[src/rtl/core/dcfb_pkg.sv]
// Package for the daisy-chain frame builder and checker.
// Holds the command, result and response codes, the result type and the CRC-8 step.
// No dependencies; used by daisy_chain_frame_builder_checker_unit.
`timescale 1ns / 1ps
`default_nettype none

package dcfb_pkg;

    localparam int unsigned MAX_RESULTS = 6;
    localparam int unsigned CNT_W       = 3;
    localparam int unsigned POS_W       = 7;

    localparam logic [7:0] CRC_POLY       = 8'hB2;
    localparam logic [7:0] OP_WRITE_ALL   = 8'h02;
    localparam logic [2:0] OP_WRITE_DEV   = 3'h2;
    localparam logic [7:0] OP_READ_ALL    = 8'h03;
    localparam logic [2:0] OP_READ_BLOCK  = 3'h6;
    localparam logic [7:0] LEN_WRITE      = 8'h05;
    localparam logic [7:0] LEN_READ_ALL   = 8'h04;
    localparam logic [7:0] LEN_READ_BLOCK = 8'h05;
    localparam logic [7:0] PAD_BYTE       = 8'h00;

    localparam logic [POS_W-1:0] WRITE_PEC_POS  = 7'd5;
    localparam logic [POS_W-1:0] RDALL_PEC_BASE = 7'd4;
    localparam logic [POS_W-1:0] RDBLK_PEC_BASE = 7'd5;
    localparam logic [POS_W-1:0] RDALL_BASE     = 7'd2;
    localparam logic [POS_W-1:0] RDBLK_BASE     = 7'd3;

    localparam logic [2:0] CHAIN_SIZE_ADDR = 3'h0;
    localparam logic [4:0] CHAIN_SIZE_RST  = 5'd1;

    typedef enum logic [2:0] {
        CMD_WRITE_ALL  = 3'd0,
        CMD_WRITE_DEV  = 3'd1,
        CMD_READ_ALL   = 3'd2,
        CMD_READ_BLOCK = 3'd3,
        CMD_RX_BYTE    = 3'd4
    } cmd_t;

    typedef enum logic [1:0] {
        KIND_TX     = 2'd0,
        KIND_WORD   = 2'd1,
        KIND_STATUS = 2'd2
    } kind_t;

    typedef enum logic [1:0] {
        EXP_NONE  = 2'd0,
        EXP_WRITE = 2'd1,
        EXP_RDALL = 2'd2,
        EXP_RDBLK = 2'd3
    } expect_t;

    typedef struct packed {
        kind_t       kind;
        logic [7:0]  tx_byte;
        logic        tx_last;
        logic        in_crc;
        logic [15:0] word;
        logic [4:0]  word_index;
        logic        pec_ok;
    } result_t;

    function automatic logic [7:0] crc8_byte(input logic [7:0] acc, input logic [7:0] b);
        logic [7:0] c;
        c = acc ^ b;
        for (int k = 0; k < 8; k++) begin
            c = c[0] ? ((c >> 1) ^ CRC_POLY) : (c >> 1);
        end
        return c;
    endfunction

    function automatic result_t tx_entry(input logic [7:0] b, input logic in_crc,
                                         input logic last);
        result_t r;
        r            = '0;
        r.kind       = KIND_TX;
        r.tx_byte    = b;
        r.in_crc     = in_crc;
        r.tx_last    = last;
        return r;
    endfunction

endpackage

`default_nettype wire

[src/rtl/core/daisy_chain_frame_builder_checker_unit.sv]
// Daisy-chain frame builder and response checker, top level.
// Depends on dcfb_pkg for codes, the result type and the CRC-8 step.
`timescale 1ns / 1ps
`default_nettype none

// A command item (write-all, write-device, read-all, read-block) yields one transmit
// frame on the result port: length byte, command bytes, then the PEC byte with
// tx_last set; it leaves one byte per cycle while out_stall is low, and the frame
// PEC is accumulated as the bytes leave. Each command also arms the expected
// response layout. A received-byte item yields at most one result (a data word, or
// the status at the PEC byte). Words leave before the status, so a consumer must drop
// the words of a response whose status has pec_ok low. A new item is taken when the
// result port is empty or in the same cycle the last result of the previous one is
// taken; the six-entry result shift line and its single output port set the rate.
// chain_size lives at byte address 0 of the APB port and resets to 1.
module daisy_chain_frame_builder_checker_unit
    import dcfb_pkg::*;
(
    input  wire logic        clk,
    input  wire logic        rst_n,

    input  wire logic        psel,
    input  wire logic        penable,
    input  wire logic        pwrite,
    input  wire logic [2:0]  paddr,
    input  wire logic [31:0] pwdata,
    output logic      [31:0] prdata,
    output logic             pready,

    input  wire logic        in_valid,
    output logic             in_stall,
    input  wire logic [2:0]  cmd,
    input  wire logic [4:0]  device_addr,
    input  wire logic [7:0]  reg_addr,
    input  wire logic [15:0] write_data,
    input  wire logic [4:0]  blk_count,
    input  wire logic [7:0]  rx_byte,

    output logic             out_valid,
    input  wire logic        out_stall,
    output logic      [1:0]  kind,
    output logic      [7:0]  tx_byte,
    output logic             tx_last,
    output logic      [15:0] word,
    output logic      [4:0]  word_index,
    output logic             pec_ok
);

    logic [4:0]       chain_size_reg;
    logic             cfg_write;

    result_t          buf_reg  [MAX_RESULTS];
    result_t          buf_next [MAX_RESULTS];
    logic [CNT_W-1:0] cnt_reg, cnt_next;
    logic [7:0]       tx_crc_reg, tx_crc_next;

    expect_t          expect_reg, expect_next;
    logic [POS_W-1:0] rx_pos_reg, rx_pos_next;
    logic [7:0]       rx_crc_reg, rx_crc_next;
    logic [7:0]       held_reg, held_next;
    logic [4:0]       armed_reg, armed_next;

    logic             accept;
    logic             take;
    cmd_t             cmd_sel;
    logic [4:0]       nwords;
    logic [POS_W-1:0] base;
    logic [POS_W-1:0] pec_pos;
    logic [POS_W-1:0] rel;
    result_t          res;

    assign pready    = 1'b1;
    assign cfg_write = psel && penable && pwrite && (paddr[2] == CHAIN_SIZE_ADDR[2]);
    assign prdata    = (paddr[2] == CHAIN_SIZE_ADDR[2]) ? {27'd0, chain_size_reg} : 32'd0;

    assign out_valid = (cnt_reg != '0);
    assign take      = out_valid && !out_stall;
    assign in_stall  = !((cnt_reg == '0) || ((cnt_reg == CNT_W'(1)) && take));
    assign accept    = in_valid && !in_stall;
    assign cmd_sel   = cmd_t'(cmd);

    assign kind       = buf_reg[0].kind;
    assign tx_byte    = buf_reg[0].tx_last ? tx_crc_reg : buf_reg[0].tx_byte;
    assign tx_last    = buf_reg[0].tx_last;
    assign word       = buf_reg[0].word;
    assign word_index = buf_reg[0].word_index;
    assign pec_ok     = buf_reg[0].pec_ok;

    always_comb
    begin
        unique case (expect_reg)
            EXP_RDALL:
            begin
                nwords  = chain_size_reg;
                base    = RDALL_BASE;
                pec_pos = RDALL_PEC_BASE + {1'b0, chain_size_reg, 1'b0};
            end
            EXP_RDBLK:
            begin
                nwords  = armed_reg;
                base    = RDBLK_BASE;
                pec_pos = RDBLK_PEC_BASE + {1'b0, armed_reg, 1'b0};
            end
            default:
            begin
                nwords  = '0;
                base    = '0;
                pec_pos = WRITE_PEC_POS;
            end
        endcase
        rel = rx_pos_reg - base;
    end

    always_comb
    begin
        for (int i = 0; i < MAX_RESULTS; i++) begin
            buf_next[i] = buf_reg[i];
        end
        cnt_next    = cnt_reg;
        tx_crc_next = tx_crc_reg;
        expect_next = expect_reg;
        rx_pos_next = rx_pos_reg;
        rx_crc_next = rx_crc_reg;
        held_next   = held_reg;
        armed_next  = armed_reg;
        res         = '0;

        if (take)
        begin
            for (int i = 0; i < MAX_RESULTS - 1; i++) begin
                buf_next[i] = buf_reg[i + 1];
            end
            cnt_next = cnt_reg - CNT_W'(1);
            if (buf_reg[0].in_crc)
            begin
                tx_crc_next = crc8_byte(tx_crc_reg, buf_reg[0].tx_byte);
            end
        end

        if (accept)
        begin
            unique case (cmd_sel) inside
                CMD_WRITE_ALL, CMD_WRITE_DEV:
                begin
                    buf_next[0] = tx_entry(LEN_WRITE, 1'b0, 1'b0);
                    buf_next[1] = tx_entry((cmd_sel == CMD_WRITE_ALL) ? OP_WRITE_ALL
                                           : {device_addr, OP_WRITE_DEV}, 1'b1, 1'b0);
                    buf_next[2] = tx_entry(reg_addr, 1'b1, 1'b0);
                    buf_next[3] = tx_entry(write_data[7:0], 1'b1, 1'b0);
                    buf_next[4] = tx_entry(write_data[15:8], 1'b1, 1'b0);
                    buf_next[5] = tx_entry(PAD_BYTE, 1'b0, 1'b1);
                    cnt_next    = CNT_W'(6);
                    tx_crc_next = '0;
                    expect_next = EXP_WRITE;
                    rx_pos_next = '0;
                    rx_crc_next = '0;
                    held_next   = '0;
                end
                CMD_READ_ALL:
                begin
                    buf_next[0] = tx_entry(LEN_READ_ALL + {2'b0, chain_size_reg, 1'b0},
                                           1'b0, 1'b0);
                    buf_next[1] = tx_entry(OP_READ_ALL, 1'b1, 1'b0);
                    buf_next[2] = tx_entry(reg_addr, 1'b1, 1'b0);
                    buf_next[3] = tx_entry(PAD_BYTE, 1'b1, 1'b0);
                    buf_next[4] = tx_entry(PAD_BYTE, 1'b0, 1'b1);
                    cnt_next    = CNT_W'(5);
                    tx_crc_next = '0;
                    expect_next = EXP_RDALL;
                    rx_pos_next = '0;
                    rx_crc_next = '0;
                    held_next   = '0;
                end
                CMD_READ_BLOCK:
                begin
                    buf_next[0] = tx_entry(LEN_READ_BLOCK + {2'b0, blk_count, 1'b0},
                                           1'b0, 1'b0);
                    buf_next[1] = tx_entry({blk_count, OP_READ_BLOCK}, 1'b1, 1'b0);
                    buf_next[2] = tx_entry({3'b0, device_addr}, 1'b1, 1'b0);
                    buf_next[3] = tx_entry(reg_addr, 1'b1, 1'b0);
                    buf_next[4] = tx_entry(PAD_BYTE, 1'b1, 1'b0);
                    buf_next[5] = tx_entry(PAD_BYTE, 1'b0, 1'b1);
                    cnt_next    = CNT_W'(6);
                    tx_crc_next = '0;
                    armed_next  = blk_count;
                    expect_next = EXP_RDBLK;
                    rx_pos_next = '0;
                    rx_crc_next = '0;
                    held_next   = '0;
                end
                CMD_RX_BYTE:
                begin
                    if (expect_reg != EXP_NONE)
                    begin
                        if (rx_pos_reg >= pec_pos)
                        begin
                            res.kind    = KIND_STATUS;
                            res.pec_ok  = (rx_byte == rx_crc_reg);
                            buf_next[0] = res;
                            cnt_next    = CNT_W'(1);
                            expect_next = EXP_NONE;
                            rx_pos_next = '0;
                            rx_crc_next = '0;
                            held_next   = '0;
                        end
                        else
                        begin
                            rx_crc_next = crc8_byte(rx_crc_reg, rx_byte);
                            rx_pos_next = rx_pos_reg + POS_W'(1);
                            if ((nwords != '0) && (rx_pos_reg >= base)
                                && (rel[POS_W-1:1] < {1'b0, nwords}))
                            begin
                                if (!rel[0])
                                begin
                                    held_next = rx_byte;
                                end
                                else
                                begin
                                    res.kind       = KIND_WORD;
                                    res.word       = {rx_byte, held_reg};
                                    res.word_index = rel[5:1];
                                    buf_next[0]    = res;
                                    cnt_next       = CNT_W'(1);
                                end
                            end
                        end
                    end
                end
                default:
                begin
                end
            endcase
        end
    end

    always_ff @(posedge clk or negedge rst_n)
    begin
        if (!rst_n)
        begin
            chain_size_reg <= CHAIN_SIZE_RST;
            cnt_reg        <= '0;
            tx_crc_reg     <= '0;
            expect_reg     <= EXP_NONE;
            rx_pos_reg     <= '0;
            rx_crc_reg     <= '0;
            held_reg       <= '0;
            armed_reg      <= '0;
        end
        else
        begin
            if (cfg_write)
            begin
                chain_size_reg <= pwdata[4:0];
            end
            cnt_reg    <= cnt_next;
            tx_crc_reg <= tx_crc_next;
            expect_reg <= expect_next;
            rx_pos_reg <= rx_pos_next;
            rx_crc_reg <= rx_crc_next;
            held_reg   <= held_next;
            armed_reg  <= armed_next;
        end
    end

    always_ff @(posedge clk)
    begin
        for (int i = 0; i < MAX_RESULTS; i++) begin
            buf_reg[i] <= buf_next[i];
        end
    end

    a_cnt_bound: assert property (@(posedge clk) disable iff (!rst_n)
        cnt_reg <= CNT_W'(MAX_RESULTS))
        else $error("result count above frame size");

    a_rdall_frame: assert property (@(posedge clk) disable iff (!rst_n)
        (accept && (cmd_sel == CMD_READ_ALL)) |=> (cnt_reg == CNT_W'(5)) && buf_reg[4].tx_last)
        else $error("read-all frame not loaded");

    a_idle_clear: assert property (@(posedge clk) disable iff (!rst_n)
        (expect_reg == EXP_NONE) |-> ((rx_pos_reg == '0) && (rx_crc_reg == '0)))
        else $error("response state not cleared while idle");

    a_last_tx: assert property (@(posedge clk) disable iff (!rst_n)
        (out_valid && buf_reg[0].tx_last) |-> (buf_reg[0].kind == KIND_TX))
        else $error("tx_last on non-transmit result");

endmodule

`default_nettype wire

[config.mk]
export PLATFORM = sky130hd
export DESIGN_NAME = daisy_chain_frame_builder_checker_unit
export DESIGN_NICKNAME = d
export VERILOG_FILES = /design/src/rtl/core/dcfb_pkg.sv /design/src/rtl/core/daisy_chain_frame_builder_checker_unit.sv
export SDC_FILE = /design/constraint.sdc
export NUM_CORES = 1
export LEC_CHECK = 0
export ABC_CLOCK_PERIOD_IN_PS = 3500
export BUFFER_PORTS_ARGS = -buffer_cell sky130_fd_sc_hd__buf_2
export CAP_MARGIN = 20
export CORE_MARGIN = 4
export CORE_UTILIZATION = 40
export DETAILED_ROUTE_END_ITERATION = 10
export PLACE_DENSITY = 0.72
export RECOVER_POWER = 25
export REMOVE_ABC_BUFFERS = 1
export SYNTH_ARGS = -nofsm -noshare
export SYNTH_HDL_FRONTEND = slang
export SYNTH_SLANG_ARGS = --single-unit
export TNS_END_PERCENT = 5
[constraint.sdc]
create_clock -name clk -period 3.5 [get_ports clk]
set_input_delay 0.35 -clock clk [delete_from_list [all_inputs] [get_ports clk]]
set_output_delay 0.35 -clock clk [all_outputs]
set_load 0.005 [all_outputs]
==> impl_metrics.tcl <==
set metrics [dict create \
    outcome "complete, but fails checks" \
    violations "capacitance limit, slew limit" \
    place_area_sq_mm 0.0109 \
    vias_per_cell 5.32 \
    core_sq_mm 0.0253 \
    final_area_sq_mm 0.0117 \
    rsz0062_at_grt "false" \
    fmax_ghz 0.302 \
    start_kind "register" \
    dp_hpwl_mm 17.5 \
    final_cell_mix "nand2_1 (251), dfxtp_1 (170), a21oi_1 (103), buf_2 (77), dfrtp_1 (45)" \
    finalCriticalPeriod_ns 3.31 \
    ys_warn_count 0 \
    maxSlewHeadroom_pct -17.7 \
    antenna_found_initial 1 \
    m1WireLength_mm 11.2 \
    cts_setup_buffers 0 \
    clk_pin_slew_ns 0.06 \
    drv_slew 31 \
    synthDistinctLibCells 62 \
    cts.sinks 216 \
    grt_max_degree 95 \
    drive_gt1_share_pct 16.7 \
    peakVddDrop_uv 825 \
    wl_met2_mm 11.8 \
    cts_root_buffer "clkbuf_16" \
    die_y_microns 169 \
    dr.first_iter.drc_count 630 \
    insertion_delay_ns 0.51 \
    numPortBuffers 97 \
    die_w_microns 169 \
    drc_errors 0 \
    mostFrequentLayoutCell "nand2_1" \
    finalSetupTns_ns 0 \
    fin_hold_ws_ns 0.0676 \
    largest_reg_flops 170 \
    overflow 0 \
    start_util_pct 40.8 \
    final-hold-violation-count 0 \
    synth_area_sq_mm 0.0103 \
    maxCapViolCount 1 \
    avgSynthCellArea_sq_um 8.82 \
    cts_tree "yes" \
    pin_count 155 \
    first_pass_iters 5 \
    setup_viol 0 \
    post-route-period-util_pct 94.5 \
    areaGrowthSynthToFinish_pct 13.2 \
    groute.usage.overall_pct 17.3 \
    ys_ff_latch 216 \
    synth_edf_count 0 \
    top_layer_used "met5" \
    cts_buffer_depth 3 \
    cp_data_required_time_ns 3.90 \
    synthArstFlopShare_pct 21.3 \
    yosysSeqAreaShare_pct 44.2 \
    cp_max_fo 26 \
    cts-htree-levels 1 \
    critPathCaptureType "register" \
    arrival_ns 3.71 \
    hold_path_class "input port to register" \
    synthFlopType "dfxtp_1" \
    critPathKind "register to register" \
    rows 58 \
    synth_top_area_share_pct 33.0 \
    wl_met3_mm 1.63 \
    fillCellCount 2398 \
    via_count 8375 \
    synthCells 1169 \
    power_leakage_nw 4.88 \
    dieArea_sq_mm 0.0284 \
    tightestPinTransition_ns 1.77 \
    synth.area.top_cells "dfxtp_1 (33%), dfrtp_1 (11%), nand2_1 (9.2%)" \
    gp_congestion 0.873 \
    grt_pass1_vias 8156 \
    wl_per_cell_microns 16.1 \
    finalWirelength_mm 25.3 \
    pwr_density_cell_mw_per_mm2 831 \
    grt_pass1_wl_mm 41.3 \
    yosysTopAreaCell "dfxtp_1" \
    final_util_pct 46.2 \
    nets 1332 \
    antennaDiodeCount 0 \
    postRouteAntennaNets 0 \
    skew_ns 0.0128 \
    cts_buffers 23 \
]
==> cells in the mapped netlist, types with 11 or more instances <==
master	number
a21oi_1	104
a22o_1	11
a31oi_1	25
and3_1	30
buf_2	11
buf_4	52
clkbuf_1	58
dfrtp_1	45
dfxtp_1	170
ha_1	19
inv_1	15
mux2_2	41
mux2i_1	34
nand2_1	252
nand3_1	31
nor2_1	35
o21ai_0	39
xnor2_1	42
xor2_1	27
==> logic make-up after synthesis <==
group                      after synthesis  share of synthesized area (%)
and+or+nand+nor                        395                           16.9
xor gates and xnor gates                70                           6.08
other                                    2                         0.0728
muxes                                   75                           7.78
DFF                                    216                           44.2
AOI/OAI and AO/OA                      249                           15.2
adders and majority gates               19                           2.31
buffers and inverters                  143                           7.52
==> final timing paths <==
check | from | endpoint | slack [ns] | cells past startpoint
min in group asynchronous | rst_n | tx_crc_reg[2] | 0.49 | 2
max reg2reg | expect_reg[0] | buf_reg[0][20] | 0.19 | 12
max | expect_reg[0] | buf_reg[0][20] | 0.19 | 12
max in group asynchronous | rst_n | held_reg[0] | 0.87 | 3
min | write_data[15] | buf_reg[4][31] | 0.07 | 3
min reg2reg | buf_reg[4][12] | buf_reg[3][12] | 0.45 | 2
==> stage by stage <==
stage | std cells | total power, mW | setup slack [ns]
floorplan | 1067 | 6.15 | -4.43
global placement | 1528 | 7.11 | 0.253
detailed placement | 1528 | 7.22 | 0.176
CTS | 1570 | 9.74 | 0.149
global route | 1573 | 10.3 | 0.0215
finish | 1573 | 9.70 | 0.191
==> where the power goes <==
part	leakage (nW)	internal, mW	switching (mW)	total, mW
logic	2.53	1.75	2.27	4.02
registers	1.97	2.86	0.331	3.20
clock network	0.381	1.47	1.01	2.48
==> cell type report <==
| type | count | area (sq um) | area share, % |
|---|---|---|---|
| Tap cell | 330 | 413 | 3.54 |
| Timing Repair Buffer | 134 | 749 | 6.42 |
| Multi-Input combinational cell | 836 | 5110 | 43.8 |
| Inverter | 15 | 56.3 | 0.482 |
| Sequential cell | 216 | 4560 | 39.0 |
| Clock inverter | 13 | 135 | 1.16 |
| Clock buffer | 29 | 649 | 5.56 |
==> routing by layer <==
layer	GRT usage [%]	vias up
li1	-	4083
met1	23.4	4001
met2	28.5	244
met3	3.22	45
met4	4.48	2
met5	0	-
==> timing repair <==
| item | 4_1_cts | 5_1_grt |
|---|---|---|
| hold buffers | 0 | 1 |
| gates resized for setup | 0 | 1 |
| hold endpoints to repair | 0 | 15 |
| setup endpoints to repair | 0 | 8 |
==> critical path, stage by stage, from the launching register on <==
cell	delay, ns
dfrtp_1	0.49
nand3_1	0.12
ha_1	0.26
nor4_1	0.32
xor2_1	0.24
ha_1	0.29
a21oi_1	0.16
nor2b_1	0.09
a211oi_4	0.29
and3_1	0.38
buf_12	0.23
o31ai_1	0.11
a32o_1	0.22
Power figures use the tool's default switching activity.
